$ cat src/rtl/core/gncr_pkg.sv
// Package for the grid neighbor count removal pass.
// Holds the item structs, the window column type, cell codes and register indexes.
// No dependencies; every other file of the block refers to it by scoped names.
`timescale 1ns / 1ps
`default_nettype none

package gncr_pkg;

   localparam int CODE_W      = 2;
   localparam int COUNT_W     = 24;
   localparam int ROWS_W      = 16;
   localparam int ROW_W       = ROWS_W + 1;
   localparam int THR_W       = 4;
   localparam int LENGTH_W    = 9;
   localparam int CSR_INDEX_W = 2;
   localparam int CSR_DATA_W  = 16;

   localparam logic [CODE_W-1:0] CODE_EMPTY    = 2'd0;
   localparam logic [CODE_W-1:0] CODE_OCCUPIED = 2'd1;
   localparam logic [CODE_W-1:0] CODE_REMOVED  = 2'd2;
   localparam logic [CODE_W-1:0] CODE_INVALID  = 2'd3;

   localparam logic [CSR_INDEX_W-1:0] CSR_ROW_LENGTH = 2'd0;
   localparam logic [CSR_INDEX_W-1:0] CSR_ROW_COUNT  = 2'd1;
   localparam logic [CSR_INDEX_W-1:0] CSR_THRESHOLD  = 2'd2;

   localparam logic [COUNT_W-1:0] COUNT_MAX     = 24'hFFFFFF;
   localparam logic [ROWS_W-1:0]  ROWS_RESET    = 16'd256;
   localparam logic [THR_W-1:0]   THR_RESET     = 4'd4;

   typedef struct packed {
      logic [CODE_W-1:0] cell_code;
      logic              pad;
   } req_type;

   typedef struct packed {
      logic [CODE_W-1:0]  new_cell_code;
      logic [COUNT_W-1:0] removed_total;
      logic               last_cell;
   } rsp_type;

   // One column of the 3x3 window: row above, center row, row below.
   typedef struct packed {
      logic [CODE_W-1:0] top;
      logic [CODE_W-1:0] mid;
      logic [CODE_W-1:0] bot;
   } column_type;

   // Edge masks for one decision.
   typedef struct packed {
      logic no_top;
      logic no_left;
      logic no_right;
   } mask_type;

endpackage

`default_nettype wire

$ cat src/rtl/core/gncr_column_cell.sv
// One cell of the window chain: holds one window column and takes its neighbor's.
// Depends on gncr_pkg for the column type.
`timescale 1ns / 1ps
`default_nettype none

module gncr_column_cell (
   input  wire logic                clock,
   input  wire logic                reset,
   input  wire logic                shift_en,
   input  wire gncr_pkg::column_type column_feed,
   output gncr_pkg::column_type      column_out
);

   gncr_pkg::column_type column_ff;
   gncr_pkg::column_type column_in;

   always_comb begin
      column_in = shift_en ? column_feed : column_ff;
   end

   always_ff @(posedge clock) begin
      if (reset) begin
         column_ff <= '{top: gncr_pkg::CODE_EMPTY, mid: gncr_pkg::CODE_EMPTY,
                        bot: gncr_pkg::CODE_EMPTY};
      end else begin
         column_ff <= column_in;
      end
   end

   assign column_out = column_ff;

endmodule

`default_nettype wire

$ cat src/rtl/core/gncr_row_store.sv
// Line store for the two previous rows, one entry of both rows per column.
// Write-first read with registered data; depends on nothing but its parameters.
`timescale 1ns / 1ps
`default_nettype none

module gncr_row_store #(
   parameter int DEPTH  = 256,
   parameter int ADDR_W = $clog2(DEPTH),
   parameter int DATA_W = 4
) (
   input  wire logic              clock,
   input  wire logic              wr_en,
   input  wire logic [ADDR_W-1:0] wr_addr,
   input  wire logic [DATA_W-1:0] wr_data,
   input  wire logic [ADDR_W-1:0] rd_addr,
   output logic      [DATA_W-1:0] rd_data
);

   logic [DATA_W-1:0] mem [DEPTH];
   logic [DATA_W-1:0] rd_data_ff;

   always_ff @(posedge clock) begin
      if (wr_en) begin
         mem[wr_addr] <= wr_data;
      end
   end

   // A read of the address being written returns the new data.
   always_ff @(posedge clock) begin
      if (wr_en && (wr_addr == rd_addr)) begin
         rd_data_ff <= wr_data;
      end else begin
         rd_data_ff <= mem[rd_addr];
      end
   end

   assign rd_data = rd_data_ff;

endmodule

`default_nettype wire

$ cat src/rtl/core/gncr_judge.sv
// Neighbor count and removal decision for the center of a 3x3 window.
// Depends on gncr_pkg for cell codes, the column type and the mask type.
`timescale 1ns / 1ps
`default_nettype none

module gncr_judge (
   input  wire gncr_pkg::column_type          left_col,
   input  wire gncr_pkg::column_type          center_col,
   input  wire gncr_pkg::column_type          right_col,
   input  wire gncr_pkg::mask_type            mask,
   input  wire logic [gncr_pkg::THR_W-1:0]    threshold,
   output logic      [gncr_pkg::CODE_W-1:0]   new_code,
   output logic                               remove
);

   function automatic logic [3:0] occ(input logic [gncr_pkg::CODE_W-1:0] v);
      return (v == gncr_pkg::CODE_OCCUPIED) ? 4'd1 : 4'd0;
   endfunction

   logic [3:0] count;

   always_comb begin
      count = 4'd0;
      if (!mask.no_left) begin
         count = count + occ(left_col.mid) + occ(left_col.bot);
         if (!mask.no_top) begin
            count = count + occ(left_col.top);
         end
      end
      count = count + occ(center_col.bot);
      if (!mask.no_top) begin
         count = count + occ(center_col.top);
      end
      if (!mask.no_right) begin
         count = count + occ(right_col.mid) + occ(right_col.bot);
         if (!mask.no_top) begin
            count = count + occ(right_col.top);
         end
      end
   end

   always_comb begin
      remove   = 1'b0;
      new_code = gncr_pkg::CODE_EMPTY;
      case (center_col.mid)
         gncr_pkg::CODE_REMOVED: begin
            new_code = gncr_pkg::CODE_REMOVED;
         end
         gncr_pkg::CODE_OCCUPIED: begin
            remove   = (count < threshold);
            new_code = remove ? gncr_pkg::CODE_REMOVED : gncr_pkg::CODE_OCCUPIED;
         end
         default: begin
            new_code = gncr_pkg::CODE_EMPTY;
         end
      endcase
   end

endmodule

`default_nettype wire

$ cat src/rtl/core/grid_neighbor_count_removal_pass.sv
// Top level of the grid neighbor count removal pass (3x3 erosion, one pass).
// Depends on gncr_pkg, gncr_column_cell, gncr_row_store and gncr_judge.
`timescale 1ns / 1ps
`default_nettype none

// The block takes one grid cell per item in raster order and accepts one item
// every clock cycle unless its full output register is held; nothing inside it
// iterates, so the rate is set only by that register, which can hold one
// finished result while the next item is taken. Results lag inputs by one row
// plus one cell, so after the last row the host sends row_length plus one pad
// items to flush the frame; the result that carries last_cell marks the end,
// and position and removal count then start over for the next frame. A pad item
// sent at the start of a frame is swallowed without a result. The window is a
// chain of three column cells that shift left on each item not swallowed, fed
// by a single line store that holds the two previous rows for each column. The
// store needs no clearing pass after reset: reads from rows above the frame and
// from left neighbors outside it are masked to empty. Writing row_length or
// row_count restarts the frame; neighbor_threshold takes effect at once.
// Configuration must be written only while no item is in flight (not enforced).

module grid_neighbor_count_removal_pass #(
   parameter int MAX_ROW_LENGTH = 256
) (
   input  wire logic                                 clock,
   input  wire logic                                 reset,
   input  wire logic                                 req_valid,
   output logic                                      req_ready,
   input  wire gncr_pkg::req_type                    req_data,
   output logic                                      rsp_valid,
   input  wire logic                                 rsp_ready,
   output gncr_pkg::rsp_type                         rsp_data,
   input  wire logic                                 csr_write_en,
   input  wire logic [gncr_pkg::CSR_INDEX_W-1:0]     csr_index,
   input  wire logic [gncr_pkg::CSR_DATA_W-1:0]      csr_wdata
);

   localparam int COL_W     = $clog2(MAX_ROW_LENGTH);
   localparam int LEN_W     = $clog2(MAX_ROW_LENGTH + 1);
   localparam int RESET_LEN = (256 > MAX_ROW_LENGTH) ? MAX_ROW_LENGTH : 256;
   localparam int ROW_W     = gncr_pkg::ROW_W;
   localparam int ROWS_W    = gncr_pkg::ROWS_W;
   localparam int COUNT_W   = gncr_pkg::COUNT_W;
   localparam int CODE_W    = gncr_pkg::CODE_W;

   // Position, count and configuration registers.
   logic [COL_W-1:0]            col_ff, col_in;
   logic [ROW_W-1:0]            row_ff, row_in;
   logic [COUNT_W-1:0]          count_ff, count_in, count_upd;
   logic [LEN_W-1:0]            len_ff, len_in;
   logic [ROWS_W-1:0]           rows_ff, rows_in;
   logic [gncr_pkg::THR_W-1:0]  thr_ff, thr_in;

   logic                        rsp_valid_ff, rsp_valid_in;
   gncr_pkg::rsp_type           rsp_data_ff, rsp_data_in;

   // Item control.
   logic                        accept;
   logic                        ignore_pad;
   logic                        step;
   logic                        path_end;
   logic                        path_mid;
   logic                        emit;
   logic                        last;
   logic                        row_done;
   logic [CODE_W-1:0]           new_entry;
   logic [ROW_W-1:0]            rows_ext;
   logic [ROW_W-1:0]            rows_p1;
   logic [LEN_W-1:0]            col_ext;
   logic [31:0]                 len_wr;

   gncr_pkg::mask_type          mask;
   gncr_pkg::column_type        right_col;
   gncr_pkg::column_type        win  [3];
   gncr_pkg::column_type        feed [3];
   logic [3:0]                  store_rd;
   logic [3:0]                  store_wr;
   logic [CODE_W-1:0]           judge_code;
   logic                        judge_remove;

   assign req_ready  = !rsp_valid_ff || rsp_ready;
   assign accept     = req_valid && req_ready;
   assign ignore_pad = req_data.pad && (col_ff == '0) && (row_ff == '0);
   assign step       = accept && !ignore_pad;

   assign rows_ext = {1'b0, rows_ff};
   assign rows_p1  = rows_ext + ROW_W'(1);
   assign col_ext  = LEN_W'(col_ff);

   // Pads, rows past the frame and the unused code enter the window as empty.
   assign new_entry = (req_data.pad || (row_ff >= rows_ext)
                       || (req_data.cell_code == gncr_pkg::CODE_INVALID))
                      ? gncr_pkg::CODE_EMPTY : req_data.cell_code;

   // At column zero the window still holds the last cell of the row two rows
   // back as its right column; elsewhere the cell left of the incoming one is
   // decided with the incoming column on the right, before it is shifted in.
   assign path_end = (col_ff == '0) && (row_ff >= ROW_W'(2)) && (row_ff <= rows_p1);
   assign path_mid = (col_ff != '0) && (row_ff >= ROW_W'(1)) && (row_ff <= rows_ext);
   assign emit     = step && (path_end || path_mid);
   assign last     = path_end && (row_ff == rows_p1);
   assign row_done = (col_ext + LEN_W'(1)) >= len_ff;

   always_comb begin
      if (path_end) begin
         mask.no_top   = (row_ff == ROW_W'(2));
         mask.no_left  = (len_ff == LEN_W'(1));
         mask.no_right = 1'b1;
      end else begin
         mask.no_top   = (row_ff == ROW_W'(1));
         mask.no_left  = (col_ff == COL_W'(1));
         mask.no_right = 1'b0;
      end
   end

   // The store returns {upper, middle} for the current column.
   assign right_col.top = store_rd[3:2];
   assign right_col.mid = store_rd[1:0];
   assign right_col.bot = new_entry;
   assign store_wr      = {store_rd[1:0], new_entry};

   gncr_row_store #(
      .DEPTH  (MAX_ROW_LENGTH),
      .ADDR_W (COL_W),
      .DATA_W (4)
   ) u_row_store (
      .clock   (clock),
      .wr_en   (step),
      .wr_addr (col_ff),
      .wr_data (store_wr),
      .rd_addr (col_in),
      .rd_data (store_rd)
   );

   // Window chain: the new column enters at the right and moves left.
   assign feed[2] = right_col;
   assign feed[1] = win[2];
   assign feed[0] = win[1];

   for (genvar k = 0; k < 3; k++) begin : g_cell
      gncr_column_cell u_cell (
         .clock       (clock),
         .reset       (reset),
         .shift_en    (step),
         .column_feed (feed[k]),
         .column_out  (win[k])
      );
   end

   // The judge sees the window before the shift: its left and center columns
   // are win[1] and win[2], so both decision points see the same two columns.
   gncr_judge u_judge (
      .left_col   (win[1]),
      .center_col (win[2]),
      .right_col  (right_col),
      .mask       (mask),
      .threshold  (thr_ff),
      .new_code   (judge_code),
      .remove     (judge_remove)
   );

   assign count_upd = (emit && judge_remove && (count_ff != gncr_pkg::COUNT_MAX))
                      ? count_ff + COUNT_W'(1) : count_ff;

   // Clamp a row length write to the range the line store can hold.
   always_comb begin
      len_wr = {{(32 - gncr_pkg::LENGTH_W){1'b0}}, csr_wdata[gncr_pkg::LENGTH_W-1:0]};
      if (len_wr == 32'd0) begin
         len_wr = 32'd1;
      end else if (len_wr > 32'(MAX_ROW_LENGTH)) begin
         len_wr = 32'(MAX_ROW_LENGTH);
      end
   end

   always_comb begin
      col_in   = col_ff;
      row_in   = row_ff;
      count_in = count_ff;
      len_in   = len_ff;
      rows_in  = rows_ff;
      thr_in   = thr_ff;
      if (step) begin
         count_in = count_upd;
         if (row_done) begin
            col_in = '0;
            row_in = row_ff + ROW_W'(1);
         end else begin
            col_in = col_ff + COL_W'(1);
         end
         if (emit && last) begin
            col_in   = '0;
            row_in   = '0;
            count_in = '0;
         end
      end
      if (csr_write_en) begin
         unique case (csr_index)
            gncr_pkg::CSR_ROW_LENGTH: begin
               len_in   = len_wr[LEN_W-1:0];
               col_in   = '0;
               row_in   = '0;
               count_in = '0;
            end
            gncr_pkg::CSR_ROW_COUNT: begin
               rows_in  = (csr_wdata == '0) ? ROWS_W'(1) : csr_wdata[ROWS_W-1:0];
               col_in   = '0;
               row_in   = '0;
               count_in = '0;
            end
            gncr_pkg::CSR_THRESHOLD: begin
               thr_in = csr_wdata[gncr_pkg::THR_W-1:0];
            end
            default: begin
               thr_in = thr_ff;
            end
         endcase
      end
   end

   always_comb begin
      rsp_valid_in = rsp_valid_ff && !rsp_ready;
      rsp_data_in  = rsp_data_ff;
      if (emit) begin
         rsp_valid_in               = 1'b1;
         rsp_data_in.new_cell_code  = judge_code;
         rsp_data_in.removed_total  = count_upd;
         rsp_data_in.last_cell      = last;
      end
   end

   always_ff @(posedge clock) begin
      if (reset) begin
         col_ff       <= '0;
         row_ff       <= '0;
         count_ff     <= '0;
         len_ff       <= LEN_W'(RESET_LEN);
         rows_ff      <= gncr_pkg::ROWS_RESET;
         thr_ff       <= gncr_pkg::THR_RESET;
         rsp_valid_ff <= 1'b0;
      end else begin
         col_ff       <= col_in;
         row_ff       <= row_in;
         count_ff     <= count_in;
         len_ff       <= len_in;
         rows_ff      <= rows_in;
         thr_ff       <= thr_in;
         rsp_valid_ff <= rsp_valid_in;
      end
   end

   always_ff @(posedge clock) begin
      rsp_data_ff <= rsp_data_in;
   end

   assign rsp_valid = rsp_valid_ff;
   assign rsp_data  = rsp_data_ff;

`ifndef SYNTH
   // The column position never reaches the configured row length.
   a_col_in_row: assert property (@(posedge clock) disable iff (reset)
      col_ext < len_ff)
      else $error("column position outside the row");

   // The row position never runs past the flush row.
   a_row_bound: assert property (@(posedge clock) disable iff (reset)
      row_ff <= rows_p1)
      else $error("row position beyond the flush row");

   // The last cell of a frame restarts position and removal count.
   a_frame_restart: assert property (@(posedge clock) disable iff (reset)
      emit && last |=> (col_ff == '0) && (row_ff == '0) && (count_ff == '0))
      else $error("frame did not restart after its last cell");

   // A swallowed pad leaves position and count untouched.
   a_pad_idle: assert property (@(posedge clock) disable iff (reset)
      accept && ignore_pad && !csr_write_en
      |=> $stable(col_ff) && $stable(row_ff) && $stable(count_ff))
      else $error("idle pad item moved the position");

   // A result is produced only when the output register can take it.
   a_no_overrun: assert property (@(posedge clock) disable iff (reset)
      emit |-> (!rsp_valid_ff || rsp_ready))
      else $error("result produced while output register is full");
`endif

endmodule

`default_nettype wire

$ cat config.mk
export PLATFORM = sky130hd
export DESIGN_NAME = grid_neighbor_count_removal_pass
export DESIGN_NICKNAME = d
export VERILOG_FILES = /design/src/rtl/core/gncr_pkg.sv /design/src/rtl/core/gncr_column_cell.sv /design/src/rtl/core/gncr_row_store.sv /design/src/rtl/core/gncr_judge.sv /design/src/rtl/core/grid_neighbor_count_removal_pass.sv
export SDC_FILE = /design/constraint.sdc
export NUM_CORES = 1
export LEC_CHECK = 0
export ABC_AREA = 0
export BUFFER_PORTS_ARGS = -buffer_cell sky130_fd_sc_hd__buf_4
export CORE_ASPECT_RATIO = 1.2
export CORE_UTILIZATION = 50
export CTS_BUF_LIST = sky130_fd_sc_hd__clkbuf_16
export CTS_CLUSTER_SIZE = 28
export DETAILED_ROUTE_END_ITERATION = 10
export PLACE_DENSITY = 0.72
export SYNTH_ARGS = -nofsm -noshare
export SYNTH_HDL_FRONTEND = slang
export SYNTH_SLANG_ARGS = --single-unit
$ cat constraint.sdc
create_clock -name clock -period 9.1 [get_ports clock]
set_input_delay 0.455 -clock clock [delete_from_list [all_inputs] [get_ports clock]]
set_output_delay 0.455 -clock clock [all_outputs]
set_load 0.01 [all_outputs]
## Yosys cells after proc, flatten, opt, wreduce, memory -nomap -nowiden

Memories as Yosys holds them, arrays and structs flattened. A register that Yosys moved wholly into a read port is not among the register bits.
Index checks and enable logic that the tools add are counted.

- $add $sub $neg: 12
- Multipliers: 0
- Div/mod/pow operators: 0
- $lt $le $gt $ge: 8
- Eq/ne operators: 19
- Shift operators: 0
- Muxes and demuxes: 39
- Bitwise logic cells: 0
- Reductions and logical operators: 31

Operators by type and width:

| operator | count |
|---|---|
| two-way mux 24 bit | 5 |
| two-way mux 17 bit | 5 |
| two-way mux 8 bit | 5 |
| adder 4 bit | 7 |
| adder 24 x 1 -> 24 bit (second input constant) | 1 |
| inequality test 24 bit (second input constant) | 1 |
| equality test 2 x 1 -> 1 bit (second input constant) | 10 |
| two-way mux 4 bit | 5 |
| two-way mux 9 bit | 2 |
| adder 16 x 1 -> 17 bit (second input constant) | 1 |
| adder 17 x 1 -> 17 bit (second input constant) | 1 |
| equality test 17 x 1 -> 1 bit (second input constant) | 1 |
| equality test 17 bit | 1 |
| equality test 17 x 2 -> 1 bit (second input constant) | 1 |
| greater-or-equal comparator 17 x 1 -> 1 bit (second input constant) | 1 |
| greater-or-equal comparator 17 x 16 -> 1 bit | 1 |
| greater-or-equal comparator 17 x 2 -> 1 bit (second input constant) | 1 |
| less-or-equal comparator 17 x 16 -> 1 bit | 1 |
| less-or-equal comparator 17 bit | 1 |
| zero test 17 bit | 1 |
| zero test 16 bit | 1 |
| two-way mux 16 bit | 1 |
| logical AND 1 bit | 14 |
| two-way mux 1 bit | 12 |
| 19 further kinds | 29 |

- Register bits: 118
- Latch bits: 0
- Bits in writable memories: 1,024
- Bits in read-only memories: 0
- Input port bits: 26
- Word-level logic and storage cells: 126
- Memories: 1

Memory list:

| name | words | width | rd ports | clocked after memory_dff | write ports | RTL line | source |
|---|---|---|---|---|---|---|---|
| u_row_store.mem | 256 | 4 | 1 | 1 | 1 | gncr_row_store.sv:19 | `logic [DATA_W-1:0] mem [DEPTH];` |

## Logic depth before layout (Yosys ltp)

- Depth after elaboration: 23
- Mapped depth: 35
- Gate-level depth less buffers: 33

## By module

Synthesis repeated with hierarchy kept, for this count alone.

- Cell total of the unflattened synthesis: 2,953
- Area, all modules: 48,428.9 sq um

By module, submodules not included:

| module | instances | cells an instance | area each (sq um) | seq. area each (sq um) |
|---|---|---|---|---|
| gncr_row_store | 1 | 2,055 | 40,755.3 | 30,909.6 |
| grid_neighbor_count_removal_pass | 1 | 759 | 6,444.9 | 2,392.3 |
| gncr_judge | 1 | 101 | 800.8 | 0.0 |
| gncr_column_cell | 2 | 19 | 214.0 | 120.1 |

## Least setup slack after synthesis

OpenSTA, ideal clock, no wires.

- Path kind: register to register
- Start: register (tool-made name)
- End: register rsp_data_ff (netlist bit rsp_data[2]) (data pin)
- Setup time: 260 ps
- Arrival: 7,757 ps
- Slack: 1,084 ps
- Cell stages (with the launch flop): 23
- Path buffers: 4
- Cells stage by stage: dfxtp_1 -> clkbuf_1 -> clkbuf_1 -> buf_1 -> mux4_2 -> mux4_2 -> mux4_2 -> mux4_2 -> nor2b_1 -> fa_1 -> ha_1 -> nand3b_1 -> a211o_1 -> a31oi_1 -> xor2_1 -> ha_1 -> a211oi_1 -> nand2_1 -> o22ai_2 -> nand4_1 -> nor2_2 -> clkbuf_1 -> mux2_2

RTL lines:

| item | RTL line | source |
|---|---|---|
| end signal, assigned | grid_neighbor_count_removal_pass.sv:251 | `rsp_data_ff <= rsp_data_in;` |
| end, declared | grid_neighbor_count_removal_pass.sv:54 | `gncr_pkg::rsp_type rsp_data_ff, rsp_data_in;` |

## Final worst setup path

- Start: register rows_ff[1]
- End: register count_ff[17]

- Word-level cells in the longest chain between the ends: 23
- Elaborated cells on any way between the ends: 36
- Classes of those cells: add/sub (6); order compare (4); eq/ne (2); mux (14); reduce/logical (10)

RTL lines:

| item | RTL line | source |
|---|---|---|
| start, declared | grid_neighbor_count_removal_pass.sv:50 | `logic [ROWS_W-1:0] rows_ff, rows_in;` |
| start signal, assigned | grid_neighbor_count_removal_pass.sv:236 | `rows_ff <= gncr_pkg::ROWS_RESET;` |
| start signal, assigned | grid_neighbor_count_removal_pass.sv:244 | `rows_ff <= rows_in;` |
| adder 16 x 1 -> 17 bit | grid_neighbor_count_removal_pass.sv:86 | `assign rows_p1 = rows_ext + ROW_W'(1);` |
| less-or-equal comparator 17 bit | grid_neighbor_count_removal_pass.sv:97 | `assign path_end = (col_ff == '0) && (row_ff >= ROW_W'(2)) && (row_ff <= rows_p1);` |
| logical AND 1 bit | grid_neighbor_count_removal_pass.sv:97 |  |
| two-way mux 3 bit | grid_neighbor_count_removal_pass.sv:104 | `if (path_end) begin` |
| two-way mux 4 bit | gncr_judge.sv:26 | `if (!mask.no_top) begin` |
| two-way mux 4 bit | gncr_judge.sv:24 | `if (!mask.no_left) begin` |
| adder 4 bit | gncr_judge.sv:30 | `count = count + occ(center_col.bot);` |
| adder 4 bit | gncr_judge.sv:32 | `count = count + occ(center_col.top);` |
| [6 not listed] | -- |  |
| less-than comparator 4 bit | gncr_judge.sv:50 | `remove = (count < threshold);` |
| two-way mux 1 bit | gncr_judge.sv:45 | `case (center_col.mid)` |
| logical AND 1 bit (2 in a row) | grid_neighbor_count_removal_pass.sv:161 | `assign count_upd = (emit && judge_remove && (count_ff != gncr_pkg::COUNT_MAX))` |
| two-way mux 24 bit | grid_neighbor_count_removal_pass.sv:162 | `? count_ff + COUNT_W'(1) : count_ff;` |
| two-way mux 24 bit (*) | grid_neighbor_count_removal_pass.sv:189 | `if (emit && last) begin` |
| two-way mux 24 bit (*) | grid_neighbor_count_removal_pass.sv:181 | `if (step) begin` |
| two-way mux 24 bit | grid_neighbor_count_removal_pass.sv:196 | `unique case (csr_index)` |
| two-way mux 24 bit (*) | grid_neighbor_count_removal_pass.sv:195 | `if (csr_write_en) begin` |
| end signal, assigned | grid_neighbor_count_removal_pass.sv:242 | `count_ff <= count_in;` |
| end, declared | grid_neighbor_count_removal_pass.sv:48 | `logic [COUNT_W-1:0] count_ff, count_in, count_upd;` |

Every way passes the cells marked *; elsewhere a longest branch is shown, timed or not.
A chain may end at the register's enable or synchronous reset.

==> run metrics <==
Syn Inst Count=about 2600; GRT overflow=0; ys flop type=edfxtp_1; final WL=104000 um; worst-margin pin slew=1.24 ns; core box area=roughly 94000 sq um; pins over their slew limit=0; WP data required=between 9 and 10 ns; cell internal pwr=~8.6 mW; number of global-route vias before repair=~25000; critical path type=flop to flop; Setup Viol. Count Final=0; DIE HEIGHT=around 340 um; async set or reset register ratio after synthesis=0; flop2flop setup slack=about 0.66 ns; clock share of power=0.400; Switch Pwr=between 2 and 2.5 mW; Crit path top cell by count=ha_1; DR DRC count=0; clk_lat worst skew=between 0.6 and 0.7 ns; die width=283 um; layout cells sized above 1=0.229; largest net degree at the start of global routing=between 200 and 300; drt via density=6.09; critical path launch point type=flop; PwrDens=between 200 and 250 nW/um^2; Yosys reg bits=between 1000 and 1500; Die ar.=between 90000 and 100000 sq um; via count=roughly 25000; Slowest cell on crit path=nor4_4; total global-route track usage=0.218; clk root buf=clkbuf_16; Endpoint, Worst Hold=rows_ff[13]; maxcap violations=0; syn avg cell area=17.9 sq um; hold slack=0.0353 ns; static leakage=16.2 nW; Core Util, Final=0.565; Post-synth EDFFs=1051; Worst Hold Class=input pin to flop; CTS clk-pin slew, worst paths=0.07 ns; CP arrival=about 9.1 ns; Syn-to-layout area delta=11.6%; Cell Rows=roughly 120; worst-path fanout max=30; Routed wire per std cell=25.6 um; net count after synthesis=2744; first-pass GRT wire length=~160000 um; Longest Clk Path Bufs=3; hold depth=3; hold_sp=csr_wdata[13]; sequential share of power=0.539; fin worst setup slack=0.655 ns; status=completed; Initial DRC Count=2357; RR Startpoint=rows_ff[1]; CP Capture Type=flop; unrepaired setup endpoints after global routing=no; RR Endpoint=count_ff[17]; Ys Warns=0; post-route ant nets=0; total chip power=approximately 11 mW; skew final=0.0321 ns; cell area after synthesis=between 40000 and 50000 sq um; CTS tree=done; Worst R2R Path Depth=34; Switching Share=0.212; H-tree depth=3; fin crit share=0.928; Post-DP HPWL=around 64000 um; CTS buffer count=slightly above 100; Fmax=0.118 GHz; RD Place Congestion=between 0.8 and 0.9; clock sink count=approximately 1200; Initial Util=0.506; sum of negative setup slack=0 ns; post-synth cell types=between 60 and 70; nets=about 2800; PortBufs=54; antenna cells=0; worst vdd rail ir drop=around 140 uV; I/O pins=55; Crit path largest cell delay=between 0.4 and 0.5 ns; register area share after synthesis=0.706; 1st-pass router iterations=5; final hold viol count=0; Logic pwr share=0.061; post-place setup slack=~0.17 ns; Max-slew headroom=0.170; crit path time final=8.44 ns; initial antenna violation count=1
metrics by stage:
step / cell area [sq um] / cells
floorplan: 47500 / 2649
global placement: 49600 / 3852
detailed placement: 49600 / 3852
CTS: 53000 / 4047
global route: 53000 / 4049
finish: 53000 / 4049
what timing repair did:
action                                 CTS  global route
setup buffers                            0             2
resized for setup                        0             4
setup endpoints to repair                0            46
hold buffers                             2             0
endpoints found under the hold margin    2             0
registers in the layout, indices dropped and copies added (netlist names), named ones only:
signal and count:
col_ff 8, count_ff 24, g_cell.u_cell.column_out 12, len_ff 9, row_ff 17, rows_ff 16, rsp_data 27, rsp_valid 1
thr_ff 4, u_row_store.mem 1024
cell usage in the layout, fill, tap and decap left out, types with 8 or more instances in the layout:
cell type      n
a21o_1        10
and3_1        12
nor2b_1       18
clkinv_2      18
clkbuf_16    107
or3_1         11
ha_1          67
edfxtp_1    1051
nand3_1       35
buf_4         91
xor2_1        13
mux2i_1        9
xnor2_1       42
inv_1         66
bufinv_16     11
and4_1         8
nand2_1      118
o21ai_0       38
nor3_1         8
buf_12        15
nor2_1       325
nand3_2       12
clkinvlp_4    12
or4_1          9
clkinv_1      22
nand4_1       22
a21oi_1       72
mux4_2       338
o31ai_1       19
dfxtp_1       95
nor4_1         9
critical path: cells and delay by family (launching register included):
family                     cells  cell delay (ns)
xor gates and xnor gates       2             0.34
buffers and inverters          2             0.51
DFF                            1             0.41
and+or+nand+nor               13             2.82
muxes                          1             0.28
adders and majority gates      7             2.19
AOI/OAI and AO/OA              9             1.85
layer usage:
metal	global-route usage	wire length (um)
met1	0.284	39900
met2	0.376	53700
met3	0.0318	6830
met4	0.0774	3190
met5	0	16
power groups by stage:
| stage | logic, mW | clock network, mW | registers, mW |
|---|---|---|---|
| global route | 0.709 | 4.61 | 5.86 |
| detailed placement | 0.670 | 0 | 5.97 |
| global placement | 0.649 | 0 | 5.97 |
| finish | 0.662 | 4.35 | 5.86 |
| CTS | 0.673 | 4.42 | 5.86 |
| floorplan | 0.447 | 0 | 5.97 |
final cells by class:
cell class | count | area (sq um)
Clock buffer | 107 | 2680
Clock inverter | 86 | 728
Fill cell | 6913 | 40900
Inverter | 53 | 199
Multi-Input combinational cell | 1295 | 13300
Sequential cell | 1150 | 33600
Tap cell | 1250 | 1560
Timing Repair Buffer | 108 | 1000
synth_stat cells, drive strengths merged, types with 11 or more instances:
library cell  count  area share
nand2           118      0.0093
nand3            47      0.0050
ha               67       0.018
edfxtp         1051        0.66
xnor2            42      0.0077
or3              11      0.0014
nor4             11      0.0014
o21ai            40      0.0042
nand4            22      0.0029
a21oi            73      0.0078
inv              53      0.0042
clkbuf          108      0.0085
buf              43      0.0038
o31ai            19      0.0030
nor2            327       0.026
and3             12      0.0016
nor2b            18      0.0024
mux4            340        0.16
xor2             13      0.0024
dfxtp            99       0.042
cells by family (layout without fill, tap and decap cells):
group                      Yosys count  in the layout  synth area share
AOI/OAI and AO/OA                  193            193            0.0259
xor gates and xnor gates            55             55            0.0101
adders and majority gates           69             69            0.0185
buffers and inverters              204            354            0.0165
DFF                               1150           1150             0.706
muxes                              352            352             0.164
and+or+nand+nor                    626            626            0.0591
worst max-delay path by stage:
stage	start	end	slack [ns]	cells after the start
2_1_floorplan	flop	rsp_data[2]	1.08	22
3_3_place_gp	rows_ff[0]	count_ff[17]	0.51	34
3_5_place_dp	rows_ff[1]	count_ff[17]	0.17	34
4_1_cts	rows_ff[1]	count_ff[17]	0.14	34
5_1_grt	rows_ff[1]	count_ff[17]	0.05	34
6_report	rows_ff[1]	count_ff[17]	0.66	34
No activity file was read; power rests on OpenSTA's default activity.
